`config.mk`:
```
export PLATFORM = sky130hd
export DESIGN_NAME = delimited_packet_frame_sync
export DESIGN_NICKNAME = d
export VERILOG_FILES = /design/src/design/dpfs_pkg.sv /design/src/design/dpfs_cell.sv /design/src/design/dpfs_ctrl.sv /design/src/design/delimited_packet_frame_sync.sv
export SDC_FILE = /design/constraint.sdc
export NUM_CORES = 2
export LEC_CHECK = 0
export BUFFER_PORTS_ARGS = -buffer_cell sky130_fd_sc_hd__clkbuf_2
export CORE_AREA = 2 2 620 622
export CTS_BUF_LIST = sky130_fd_sc_hd__clkbuf_16
export CTS_CLUSTER_SIZE = 10
export DETAILED_ROUTE_END_ITERATION = 8
export DIE_AREA = 0 0 622 624
export PLACE_DENSITY = 0.63
export SETUP_SLACK_MARGIN = 0.05
export SLEW_MARGIN = 20
export SYNTH_ARGS = -nofsm -noshare
export SYNTH_HDL_FRONTEND = slang
export SYNTH_SLANG_ARGS = --single-unit
```
`constraint.sdc`:
```
create_clock -name clk -period 285 [get_ports clk]
set_input_delay 14.25 -clock clk [delete_from_list [all_inputs] [get_ports clk]]
set_output_delay 14.25 -clock clk [all_outputs]
set_load 0.01 [all_outputs]
```
`src/design/dpfs_pkg.sv`:
```
// Shared types, constants and register codes for the delimited packet frame sync block.
`default_nettype none

package dpfs_pkg;

  // Default geometry of a packet
  localparam int PACKET_BYTES = 512;
  localparam int HEADER_BYTES = 2;
  localparam int STAMP_BYTES  = 12;

  // Timestamp layout: 8 bytes of seconds then 4 bytes of nanoseconds
  localparam int SECS_BYTES  = 8;
  localparam int NANOS_BYTES = 4;
  localparam int STAMP_TAPS  = SECS_BYTES + NANOS_BYTES;
  localparam int SECS_W      = 8 * SECS_BYTES;
  localparam int NANOS_W     = 8 * NANOS_BYTES;

  // Divide by 1000 as multiply by reciprocal; exact for every 32-bit value
  localparam int               MAGIC_W   = 29;
  localparam logic [MAGIC_W-1:0] DIV_MAGIC = 29'd274877907;
  localparam int               DIV_SHIFT = 38;
  localparam int               PROD_W    = NANOS_W + MAGIC_W;
  localparam int               MICROS_W  = 23;

  // Delimiter reset values
  localparam logic [15:0] START_RESET = 16'hB255;
  localparam logic [15:0] END_RESET   = 16'h759F;

  // Stream word layout
  localparam int OFFSET_W = 12;
  localparam int FIELDS_W = 1 + SECS_W + MICROS_W + 8 + OFFSET_W;
  localparam int TDATA_W  = ((FIELDS_W + 7) / 8) * 8;
  localparam int PAD_W    = TDATA_W - FIELDS_W;
  localparam int TUSER_W  = 4;

  typedef logic [7:0]          byte_t;
  typedef logic [OFFSET_W-1:0] offset_t;

  // Register index codes, taken from paddr[2]
  typedef enum logic {
    REG_START = 1'b0,
    REG_END   = 1'b1
  } reg_idx_t;

  // Tags of the byte that leaves the window
  typedef struct packed {
    logic    valid;
    logic    in_packet;
    offset_t offset;
    logic    payload;
    logic    first;
    logic    last;
  } tag_t;

endpackage

`default_nettype wire

```
`src/design/dpfs_cell.sv`:
```
// One byte cell of the sliding window shift line.
`default_nettype none

module dpfs_cell (
  input  wire logic          clk,
  input  wire logic          shift,
  input  wire dpfs_pkg::byte_t d,
  output dpfs_pkg::byte_t    q
);

  // Take the neighbor's byte on every accepted word
  always_ff @(posedge clk) begin
    if (shift) begin
      q <= d;
    end
  end

endmodule

`default_nettype wire

```
`src/design/dpfs_ctrl.sv`:
```
// Fill, check and exit counters that tag leaving bytes and gate the delimiter check.
`default_nettype none

module dpfs_ctrl #(
  parameter int PACKET_BYTES = dpfs_pkg::PACKET_BYTES,
  parameter int HEADER_BYTES = dpfs_pkg::HEADER_BYTES,
  parameter int STAMP_BYTES  = dpfs_pkg::STAMP_BYTES
) (
  input  wire logic      clk,
  input  wire logic      rst,
  input  wire logic      advance,
  input  wire logic      match,
  output logic           hit,
  output dpfs_pkg::tag_t tag
);

  localparam int CW = $clog2(PACKET_BYTES + 1);
  localparam logic [CW-1:0] FULL_CNT = CW'(PACKET_BYTES);
  localparam int PAY_LO = HEADER_BYTES + STAMP_BYTES;
  localparam int PAY_HI = PACKET_BYTES - 2;

  logic [CW-1:0] fill_cnt, fill_cnt_next;
  logic [CW-1:0] since_cnt, since_cnt_next;
  logic [CW-1:0] exit_cnt, exit_cnt_next;
  logic [CW-1:0] since_inc;
  logic [CW-1:0] leave_pos;
  logic          full;
  logic          in_pk;

  // Tag the leaving byte and decide the check for this word
  always_comb begin
    full      = (fill_cnt == FULL_CNT);
    in_pk     = full && (exit_cnt != '0);
    leave_pos = FULL_CNT - exit_cnt;

    tag.valid     = full;
    tag.in_packet = in_pk;
    tag.offset    = in_pk ? dpfs_pkg::offset_t'(leave_pos) : '0;
    tag.payload   = in_pk && (int'(leave_pos) >= PAY_LO) && (int'(leave_pos) < PAY_HI);
    tag.first     = in_pk && (leave_pos == '0);
    tag.last      = in_pk && (leave_pos == FULL_CNT - 1'b1);

    fill_cnt_next = full ? FULL_CNT : fill_cnt + 1'b1;
    since_inc     = (since_cnt == FULL_CNT) ? since_cnt : since_cnt + 1'b1;
    hit           = (fill_cnt_next == FULL_CNT) && (since_inc == FULL_CNT) && match;

    since_cnt_next = hit ? '0 : since_inc;
    if (hit) begin
      exit_cnt_next = FULL_CNT;
    end else if (in_pk) begin
      exit_cnt_next = exit_cnt - 1'b1;
    end else begin
      exit_cnt_next = exit_cnt;
    end
  end

  // Advance the counters on each accepted word
  always_ff @(posedge clk) begin
    if (rst) begin
      fill_cnt  <= '0;
      since_cnt <= '0;
      exit_cnt  <= '0;
    end else if (advance) begin
      fill_cnt  <= fill_cnt_next;
      since_cnt <= since_cnt_next;
      exit_cnt  <= exit_cnt_next;
    end
  end

endmodule

`default_nettype wire

```
`src/design/delimited_packet_frame_sync.sv`:
```
// An accepted input word passes stage 1, stage 2 and the output register to its result word.
// Throughput: one byte per cycle unless the output stalls; the window is a shift line of
//   PACKET_BYTES byte cells, fixed taps; the divide by 1000 is a registered multiply stage.
// One result word per input word; the first PACKET_BYTES results carry no leaving byte.
// Reset: counters and pipeline valids clear, delimiters return to B255 and 759F;
//   window cells are not cleared and take no clearing pass.
`default_nettype none

module delimited_packet_frame_sync #(
  parameter int PACKET_BYTES = dpfs_pkg::PACKET_BYTES,
  parameter int HEADER_BYTES = dpfs_pkg::HEADER_BYTES,
  parameter int STAMP_BYTES  = dpfs_pkg::STAMP_BYTES
) (
  input  wire logic                          clk,
  input  wire logic                          rst,
  // Input stream
  input  wire logic                          s_tvalid,
  output logic                               s_tready,
  input  wire logic [7:0]                    s_tdata,   // in_byte[7:0]
  // Output stream
  output logic                               m_tvalid,
  input  wire logic                          m_tready,
  // found[0], stamp_seconds[64:1], stamp_micros[87:65], out_byte[95:88],
  // byte_offset[107:96], zero pad[111:108]
  output logic [dpfs_pkg::TDATA_W-1:0]       m_tdata,
  // out_valid[0], in_packet[1], is_payload[2], packet_first[3]
  output logic [dpfs_pkg::TUSER_W-1:0]       m_tuser,
  output logic                               m_tlast,   // packet_last
  // Configuration port
  input  wire logic                          psel,
  input  wire logic                          penable,
  input  wire logic                          pwrite,
  input  wire logic [2:0]                    paddr,
  input  wire logic [31:0]                   pwdata,
  output logic [31:0]                        prdata,
  output logic                               pready
);

  // ---------------------------------------------------------------- config
  logic [15:0] start_delim;
  logic [15:0] end_delim;
  logic        cfg_wr;

  assign pready = 1'b1;
  assign cfg_wr = psel && penable && pwrite && pready;

  // Write a delimiter register
  always_ff @(posedge clk) begin
    if (rst) begin
      start_delim <= dpfs_pkg::START_RESET;
      end_delim   <= dpfs_pkg::END_RESET;
    end else if (cfg_wr) begin
      unique case (dpfs_pkg::reg_idx_t'(paddr[2]))
        dpfs_pkg::REG_START: start_delim <= pwdata[15:0];
        dpfs_pkg::REG_END:   end_delim   <= pwdata[15:0];
        default: ;
      endcase
    end
  end

  // Read back a delimiter register
  always_comb begin
    unique case (dpfs_pkg::reg_idx_t'(paddr[2]))
      dpfs_pkg::REG_START: prdata = {16'b0, start_delim};
      dpfs_pkg::REG_END:   prdata = {16'b0, end_delim};
      default:             prdata = '0;
    endcase
  end

  // ---------------------------------------------------------------- handshake
  logic v1, v2, v3;
  logic rdy1, rdy2, rdy3;
  logic in_accept;

  assign rdy3      = !v3 || m_tready;
  assign rdy2      = !v2 || rdy3;
  assign rdy1      = !v1 || rdy2;
  assign s_tready  = rdy1;
  assign in_accept = s_tvalid && s_tready;

  // ---------------------------------------------------------------- window cells
  dpfs_pkg::byte_t cell_q [PACKET_BYTES];

  for (genvar i = 0; i < PACKET_BYTES; i++) begin : g_cell
    if (i == 0) begin : g_head
      dpfs_cell u_cell (
        .clk   (clk),
        .shift (in_accept),
        .d     (s_tdata),
        .q     (cell_q[i])
      );
    end else begin : g_body
      dpfs_cell u_cell (
        .clk   (clk),
        .shift (in_accept),
        .d     (cell_q[i-1]),
        .q     (cell_q[i])
      );
    end
  end

  // Window after this word enters: position p sits in cell P-2-p, the newest is s_tdata
  dpfs_pkg::byte_t stamp_tap [dpfs_pkg::STAMP_TAPS];

  for (genvar k = 0; k < dpfs_pkg::STAMP_TAPS; k++) begin : g_tap
    localparam int POS = HEADER_BYTES + k;
    if (POS <= PACKET_BYTES - 2) begin : g_cell_tap
      assign stamp_tap[k] = cell_q[PACKET_BYTES - 2 - POS];
    end else if (POS == PACKET_BYTES - 1) begin : g_new_tap
      assign stamp_tap[k] = s_tdata;
    end else begin : g_zero_tap
      assign stamp_tap[k] = '0;
    end
  end

  logic                         match;
  logic [dpfs_pkg::SECS_W-1:0]  secs_raw;
  logic [dpfs_pkg::NANOS_W-1:0] nanos_raw;

  // Compare delimiters and gather timestamp bytes, little endian
  always_comb begin
    match = (cell_q[PACKET_BYTES-2] == start_delim[15:8]) &&
            (cell_q[PACKET_BYTES-3] == start_delim[7:0]) &&
            (cell_q[0]              == end_delim[15:8]) &&
            (s_tdata                == end_delim[7:0]);
    for (int k = 0; k < dpfs_pkg::SECS_BYTES; k++) begin
      secs_raw[8*k +: 8] = stamp_tap[k];
    end
    for (int k = 0; k < dpfs_pkg::NANOS_BYTES; k++) begin
      nanos_raw[8*k +: 8] = stamp_tap[dpfs_pkg::SECS_BYTES + k];
    end
  end

  // ---------------------------------------------------------------- control
  logic           hit;
  dpfs_pkg::tag_t tag;

  dpfs_ctrl #(
    .PACKET_BYTES (PACKET_BYTES),
    .HEADER_BYTES (HEADER_BYTES),
    .STAMP_BYTES  (STAMP_BYTES)
  ) u_ctrl (
    .clk     (clk),
    .rst     (rst),
    .advance (in_accept),
    .match   (match),
    .hit     (hit),
    .tag     (tag)
  );

  // ---------------------------------------------------------------- stage 1
  logic                         p1_found;
  logic [dpfs_pkg::SECS_W-1:0]  p1_secs;
  logic [dpfs_pkg::NANOS_W-1:0] p1_nanos;
  dpfs_pkg::byte_t              p1_byte;
  dpfs_pkg::tag_t               p1_tag;

  // Capture the check result and the leaving byte
  always_ff @(posedge clk) begin
    if (rdy1) begin
      p1_found <= hit;
      p1_secs  <= hit ? secs_raw : '0;
      p1_nanos <= hit ? nanos_raw : '0;
      p1_byte  <= tag.valid ? cell_q[PACKET_BYTES-1] : '0;
      p1_tag   <= tag;
    end
  end

  // ---------------------------------------------------------------- stage 2
  logic                         p2_found;
  logic [dpfs_pkg::SECS_W-1:0]  p2_secs;
  logic [dpfs_pkg::PROD_W-1:0]  p2_prod;
  dpfs_pkg::byte_t              p2_byte;
  dpfs_pkg::tag_t               p2_tag;

  // Multiply nanoseconds by the reciprocal of 1000
  always_ff @(posedge clk) begin
    if (rdy2) begin
      p2_found <= p1_found;
      p2_secs  <= p1_secs;
      p2_prod  <= dpfs_pkg::PROD_W'(p1_nanos) * dpfs_pkg::PROD_W'(dpfs_pkg::DIV_MAGIC);
      p2_byte  <= p1_byte;
      p2_tag   <= p1_tag;
    end
  end

  // ---------------------------------------------------------------- output register
  logic                          o_found;
  logic [dpfs_pkg::SECS_W-1:0]   o_secs;
  logic [dpfs_pkg::MICROS_W-1:0] o_micros;
  dpfs_pkg::byte_t               o_byte;
  dpfs_pkg::tag_t                o_tag;

  // Hold the result word until taken
  always_ff @(posedge clk) begin
    if (rdy3) begin
      o_found  <= p2_found;
      o_secs   <= p2_secs;
      o_micros <= p2_prod[dpfs_pkg::DIV_SHIFT +: dpfs_pkg::MICROS_W];
      o_byte   <= p2_byte;
      o_tag    <= p2_tag;
    end
  end

  // Advance the stage valids
  always_ff @(posedge clk) begin
    if (rst) begin
      v1 <= 1'b0;
      v2 <= 1'b0;
      v3 <= 1'b0;
    end else begin
      if (rdy1) v1 <= s_tvalid;
      if (rdy2) v2 <= v1;
      if (rdy3) v3 <= v2;
    end
  end

  assign m_tvalid = v3;
  assign m_tdata  = {{dpfs_pkg::PAD_W{1'b0}}, o_tag.offset, o_byte, o_micros, o_secs, o_found};
  assign m_tuser  = {o_tag.first, o_tag.payload, o_tag.in_packet, o_tag.valid};
  assign m_tlast  = o_tag.last;

  // ---------------------------------------------------------------- checks
  // Input stalls only when every stage holds a word
  a_stall_full: assert property (@(posedge clk) disable iff (rst)
    !s_tready |-> (v1 && v2 && v3))
    else $error("input stalled with a free pipeline stage");

  // A word in stage one that cannot move stays there
  a_stage_hold: assert property (@(posedge clk) disable iff (rst)
    (v1 && !rdy2) |=> v1)
    else $error("stage one word lost while stalled");

  // Last byte of a packet is always a leaving byte inside a packet
  a_last_tag: assert property (@(posedge clk) disable iff (rst)
    (m_tvalid && m_tlast) |-> (m_tuser[0] && m_tuser[1] && !m_tuser[3]))
    else $error("packet last mark on an untagged byte");

endmodule

`default_nettype wire

```
Word level (Yosys, flattened, before mapping)
Index checks and enable logic that the tools add are counted.
{"block": "totals", "reg_bits": 4547, "input_bits": 50, "output_inout_bits": 152, "wordCells": 599}
{"block": "classes", "n_addsub": 4, "multipliers": 1, "order_cmp": 2, "eq_ne": 9, "mux": 6, "bitwise_logic": 1, "n_reduce_logical": 25}
{"op": "one-hot mux 32 bit (2 select lines)", "n": 1}
{"op": "multiplier 32 x 29 -> 61 bit, second input constant", "n": 1}
{"op": "2-to-1 mux 10 bit", "n": 5}
{"op": "equality test 10 bit, second input constant", "n": 4}
{"op": "equality test 8 bit", "n": 4}
{"op": "adder 10 x 1 -> 10 bit, second input constant", "n": 2}
{"op": "logical AND 1 bit", "n": 13}
{"op": "equality test 10 x 9 -> 1 bit, second input constant", "n": 1}
{"op": "greater-or-equal comparator 10 x 4 -> 1 bit, second input constant", "n": 1}
{"op": "logical NOT 10 bit", "n": 1}
{"op": "less-than comparator 10 x 9 -> 1 bit, second input constant", "n": 1}
{"op": "nonzero test 10 bit", "n": 1}
{"op": "subtractor 10 x 1 -> 10 bit, second input constant", "n": 1}
{"op": "subtractor 10 bit, first input constant", "n": 1}
{"op": "AND reduction 2 bit", "n": 3}
{"op": "logical NOT 1 bit", "n": 3}
{"op": "logical OR 1 bit", "n": 3}
{"op": "nonzero test 2 bit", "n": 1}
{"op": "inverter 1 bit", "n": 1}

Longest topological paths before layout
{"block": "logic_depth", "word_depth": 7, "depth_mapped": 24, "depth_no_buf": 24}

Cells and area by module
A second synthesis with hierarchy kept.
{"block": "hier_totals", "hier_cells": 6645, "area_unflattened_um2": 153259.5}
{"mod": "dpfs_cell", "instances": 512, "cells_per_inst": 8, "area_per_inst_um2": 240.2, "seq_area_each_um2": 240.2}
{"mod": "delimited_packet_frame_sync", "instances": 1, "cells_per_inst": 2252, "area_per_inst_um2": 27945.6, "seq_area_each_um2": 11150.7}
{"mod": "dpfs_ctrl", "instances": 1, "cells_per_inst": 297, "area_per_inst_um2": 2316.0, "seq_area_each_um2": 600.6}

Worst setup path after synthesis
OpenSTA, ideal clock, no wires.
{"block": "synth_path", "kind": "input-to-reg", "startpoint": "in m_tready", "endpoint": "reg u_ctrl.since_cnt[3]", "setup_ps": 209, "t_arrival_ps": 139194, "slack_ps": 145597, "path_stages": 8, "path_cell_list": "nor2b_1 nand3_1 nand2_1 inv_1 clkbuf_1 o21ai_0 a22oi_1 nor2_1"}
{"block": "synth_via", "elab_chain_cells": 4}
{"element": "from (decl)", "line": "delimited_packet_frame_sync.sv:22", "text": "input wire logic m_tready,"}
{"element": "logical OR 1 bit", "line": "delimited_packet_frame_sync.sv:75", "text": "assign rdy3 = !v3 || m_tready;"}
{"element": "logical OR 1 bit", "line": "delimited_packet_frame_sync.sv:76", "text": "assign rdy2 = !v2 || rdy3;"}
{"element": "logical OR 1 bit", "line": "delimited_packet_frame_sync.sv:77", "text": "assign rdy1 = !v1 || rdy2;"}
{"element": "named net s_tready", "line": "delimited_packet_frame_sync.sv:18", "text": "output logic s_tready,"}
{"element": "logical AND 1 bit", "line": "delimited_packet_frame_sync.sv:79", "text": "assign in_accept = s_tvalid && s_tready;"}
{"element": "named net g_cell[0].g_head.u_cell.shift", "line": "dpfs_cell.sv:6", "text": "input wire logic shift,"}
{"element": "to (signal assigned)", "line": "dpfs_ctrl.sv:65", "text": "since_cnt <= since_cnt_next;"}
{"element": "to (decl)", "line": "dpfs_ctrl.sv:23", "text": "logic [CW-1:0] since_cnt, since_cnt_next;"}
The timed path passes the listed nets, and every way through them passes these cells.
A chain may end at the register's enable or synchronous reset.

Final worst setup path
{"block": "layout_path", "startpoint": "in m_tready", "endpoint": "out s_tready"}
{"block": "layout_via", "elab_chain_cells": 3}
{"element": "logical OR 1 bit", "line": "delimited_packet_frame_sync.sv:75"}
{"element": "logical OR 1 bit", "line": "delimited_packet_frame_sync.sv:76"}
{"element": "logical OR 1 bit", "line": "delimited_packet_frame_sync.sv:77"}
{"element": "to (decl)", "line": "delimited_packet_frame_sync.sv:18"}
No other way between the ends.

==> summary.txt <==
Finish
  • Fin area: 174000 um2
  • Final #Nets: 7973
  • Finished Layout Cells: 12407
  • Area growth syn-to-layout: 14.7%
  • Layout cells sized above 1: 0.116
  • Number of fill cells: 31092

Status
  • Outcome: finished clean

Power and ir drop
  • Pwr dens: 7.89 nW/um2
  • VDD IR-drop max: 0.00688 mV
  • LEAKAGE: 0.0642 uW

Die
  • Die Y: 624 um
  • # IOs: 202
  • Cell Rows: 227
  • Core area: 381000 um2
  • Chip width: 622 um
  • DIE AREA: 388000 um2
  • Starting Density: 0.399

Logic synthesis
  • Avg Cell Area, Syn: 23.3 um2
  • Mapped cell area: 152000 um2
  • Synth Flop Type: edfxtp_1
  • EDFF count, synth: 4438
  • Seq/Total Area, Yosys: 0.884
  • Yosys warns: 0
  • Count of distinct cell types in the synthesized netlist: 64
  • Synth async-reset ratio: 0
  • Synthesized instance count: 6524
  • FF+latch count, synth: 4503

Placement
  • IO Port Bufs: 160
  • Post-DP Area: 160000 um2
  • RePlAce Congestion: 0.796
  • Cell count after placement: 11737
  • Post-DP HPWL: roughly 110 mm

CTS
  • CTS tree: built
  • Deepest clock path buffer count: 4
  • Clock transition at path regs: 50 ps
  • Total CTS buffers: 527
  • Post-cts resize count: 0
  • CTS Sinks: between 4000 and 5000
  • H-Tree Depth: 6
  • Clock Latency Late Sink: 980 ps
  • Post-CTS Hold Fix Bufs: 0
  • CTS Root Cell: clkbuf_16
  • Post-CTS Repair Setup Buffers: 0

GRT
  • Met2 Use GR: 0.155
  • Total GRT Usage: 0.109
  • Largest net degree at the start of global routing: 241
  • Met1 usage: 0.166
  • Gr ovfl total: 0
  • Vias in the first global route: 58405
  • Initial antenna violation count: 16
  • Met3 Use GR: 0.0218
  • Global-route wire length before repair: 337 mm
  • GR peak layer: met1

Routing
  • Routed wire length: 213 mm
  • DR pass1 iterations: 7
  • Final ANT Viol Nets: 0
  • DRC: 0
  • Via Count: 56517
  • 1st-iter DRT viols: 4438
  • Vias per cell: 4.56
  • Routed WL per cell: 17.2 um

Job
  • Max-cap violations: 0

STA
  • TNS Setup: 0 ps
  • Hold_ws: 380 ps
  • Max_slew headroom: 0.245
  • Slew @ Worst Pin: 1130 ps
  • Fin. Hold Viols: 0
  • Period utilization: 0.106
  • Final min period: 30110 ps
  • RSZ-0062 raised after global routing: no
  • Clock skew: 57.7 ps
  • Count of final setup violators: 0
  • Slew Limit Fails: 0
  • FMAX: about 0.033 GHz

Setup path
  • CP Data Required Time: roughly 270000 ps
  • Critical path data arrival time: 15860 ps
  • Crit path max fanout: 19
  • Slowest stage delay, CP: around 660 ps
  • Setup CP Type: in -> out
  • Startpoint Class: primary input
  • Crit-path cells: clkbuf_2 > nor2b_1 > nand3_4 > clkbuf_2
  • Critical path's slowest cell: nor2b_1
  • CP Capture Type: output pin
  • Crit-path most repeated cell: clkbuf_2

Worst hold path
  • Path category of the worst min-delay check: reg -> reg
[final timing paths]
path,slack [ps],end,cells past startpoint,startpoint
worst max register to register,276460,g_cell[353].g_body.u_cell.q[4],12,m_tvalid
worst min register to register,380,g_cell[364].g_body.u_cell.q[2],0,g_cell[363].g_body.u_cell.q[2]
worst max-delay path,254890,s_tready,4,m_tready
worst min-delay path,380,g_cell[364].g_body.u_cell.q[2],0,g_cell[363].g_body.u_cell.q[2]
[metal layers]
layer / wire length, um / share of wire
met1: 105000 / 0.49
met2: 92500 / 0.43
met3: 9470 / 0.044
met4: 6060 / 0.028
met5: 12 / 0.000056
[critical path, delay by kind of cell]
| kind | cells | cell delay (ps) |
|---|---|---|
| and+or+nand+nor | 2 | 1120 |
| buffers and inverters | 2 | 450 |
[layout by cell type, fill, tap and decap left out, types with 20 or more instances in the layout]
master and instances:
a21oi_1 80, and2_1 108, buf_4 39, clkbuf_16 535, clkbuf_2 160, conb_1 23
dfxtp_1 65, edfxtp_1 4438, fa_1 298, ha_1 395, inv_1 597, inv_16 20
nand2_1 134, nand3b_1 22, nand4_1 21, nor2_1 59, o21ai_0 37, xnor2_1 44
xor2_1 28
[cells in the mapped netlist, drive strengths merged (33+ instances only)]
| master | count | area, um2 |
|---|---|---|
| edfxtp | 4438 | 133000 |
| xnor2 | 44 | 385 |
| a21oi | 81 | 409 |
| o21ai | 39 | 199 |
| clkbuf | 33 | 124 |
| dfxtp | 65 | 1300 |
| inv | 535 | 2010 |
| fa | 298 | 5970 |
| ha | 395 | 4940 |
| nor2 | 61 | 229 |
| nand2 | 135 | 507 |
| and2 | 110 | 691 |
[report_power, final]
part | internal (uW) | switching, uW | leakage, uW
registers | 767 | 10.1 | 0.0448
logic | 2.07 | 12.8 | 0.0119
clock network | 341 | 245 | 0.00747
total | 1110 | 268 | 0.0642
[cell type report]
class                   count  area, um2  area share
well taps                5038       6300      0.0361
flip-flops and latches   4503     135000       0.771
clock buffers             535      13400      0.0767
multi-input cells        1448      15400      0.0882
diodes                      1       2.50   0.0000143
clock inverters           132       1420     0.00814
repair buffers            215       1370     0.00784
inverters                 535       2020      0.0116
[logic make-up after synthesis]
family	count (synthesis)	share of synthesized area
flip-flops	4503	0.884
adder cells (fa/ha/maj)	693	0.0717
buffers and inverters	594	0.0153
AND/OR/NAND/NOR	437	0.0148
AO/OA/AOI/OAI	207	0.00852
XOR/XNOR	72	0.00414
multiplexers	16	0.00118
other	2	0.0000494
[flip-flops by register name (all words and copies together), names as in the netlist, 4 cells and up]
name / flops
end_delim: 16
g_cell.g_body.u_cell.q: 4088
g_cell.g_head.u_cell.q: 8
m_tdata: 10
m_tuser: 4
o_byte: 8
o_micros: 23
o_secs: 64
p1_byte: 8
p1_nanos: 32
p1_secs: 64
p1_tag: 15
p2_byte: 8
p2_prod: 23
p2_secs: 64
p2_tag: 15
start_delim: 16
u_ctrl.exit_cnt: 10
u_ctrl.fill_cnt: 10
u_ctrl.since_cnt: 10
[through the flow]
| step | util | setup slack (ps) | total power, uW |
|---|---|---|---|
| 3_5_place_dp | 0.419 | 254800 | 805 |
| 4_1_cts | 0.458 | 254790 | 1400 |
| 2_1_floorplan | - | 145600 | 934 |
| 3_3_place_gp | 0.419 | 254850 | 804 |
| 6_report | 0.458 | 254890 | 1380 |
| 5_1_grt | 0.458 | 254790 | 1430 |
(Power assumes the default switching activity.)
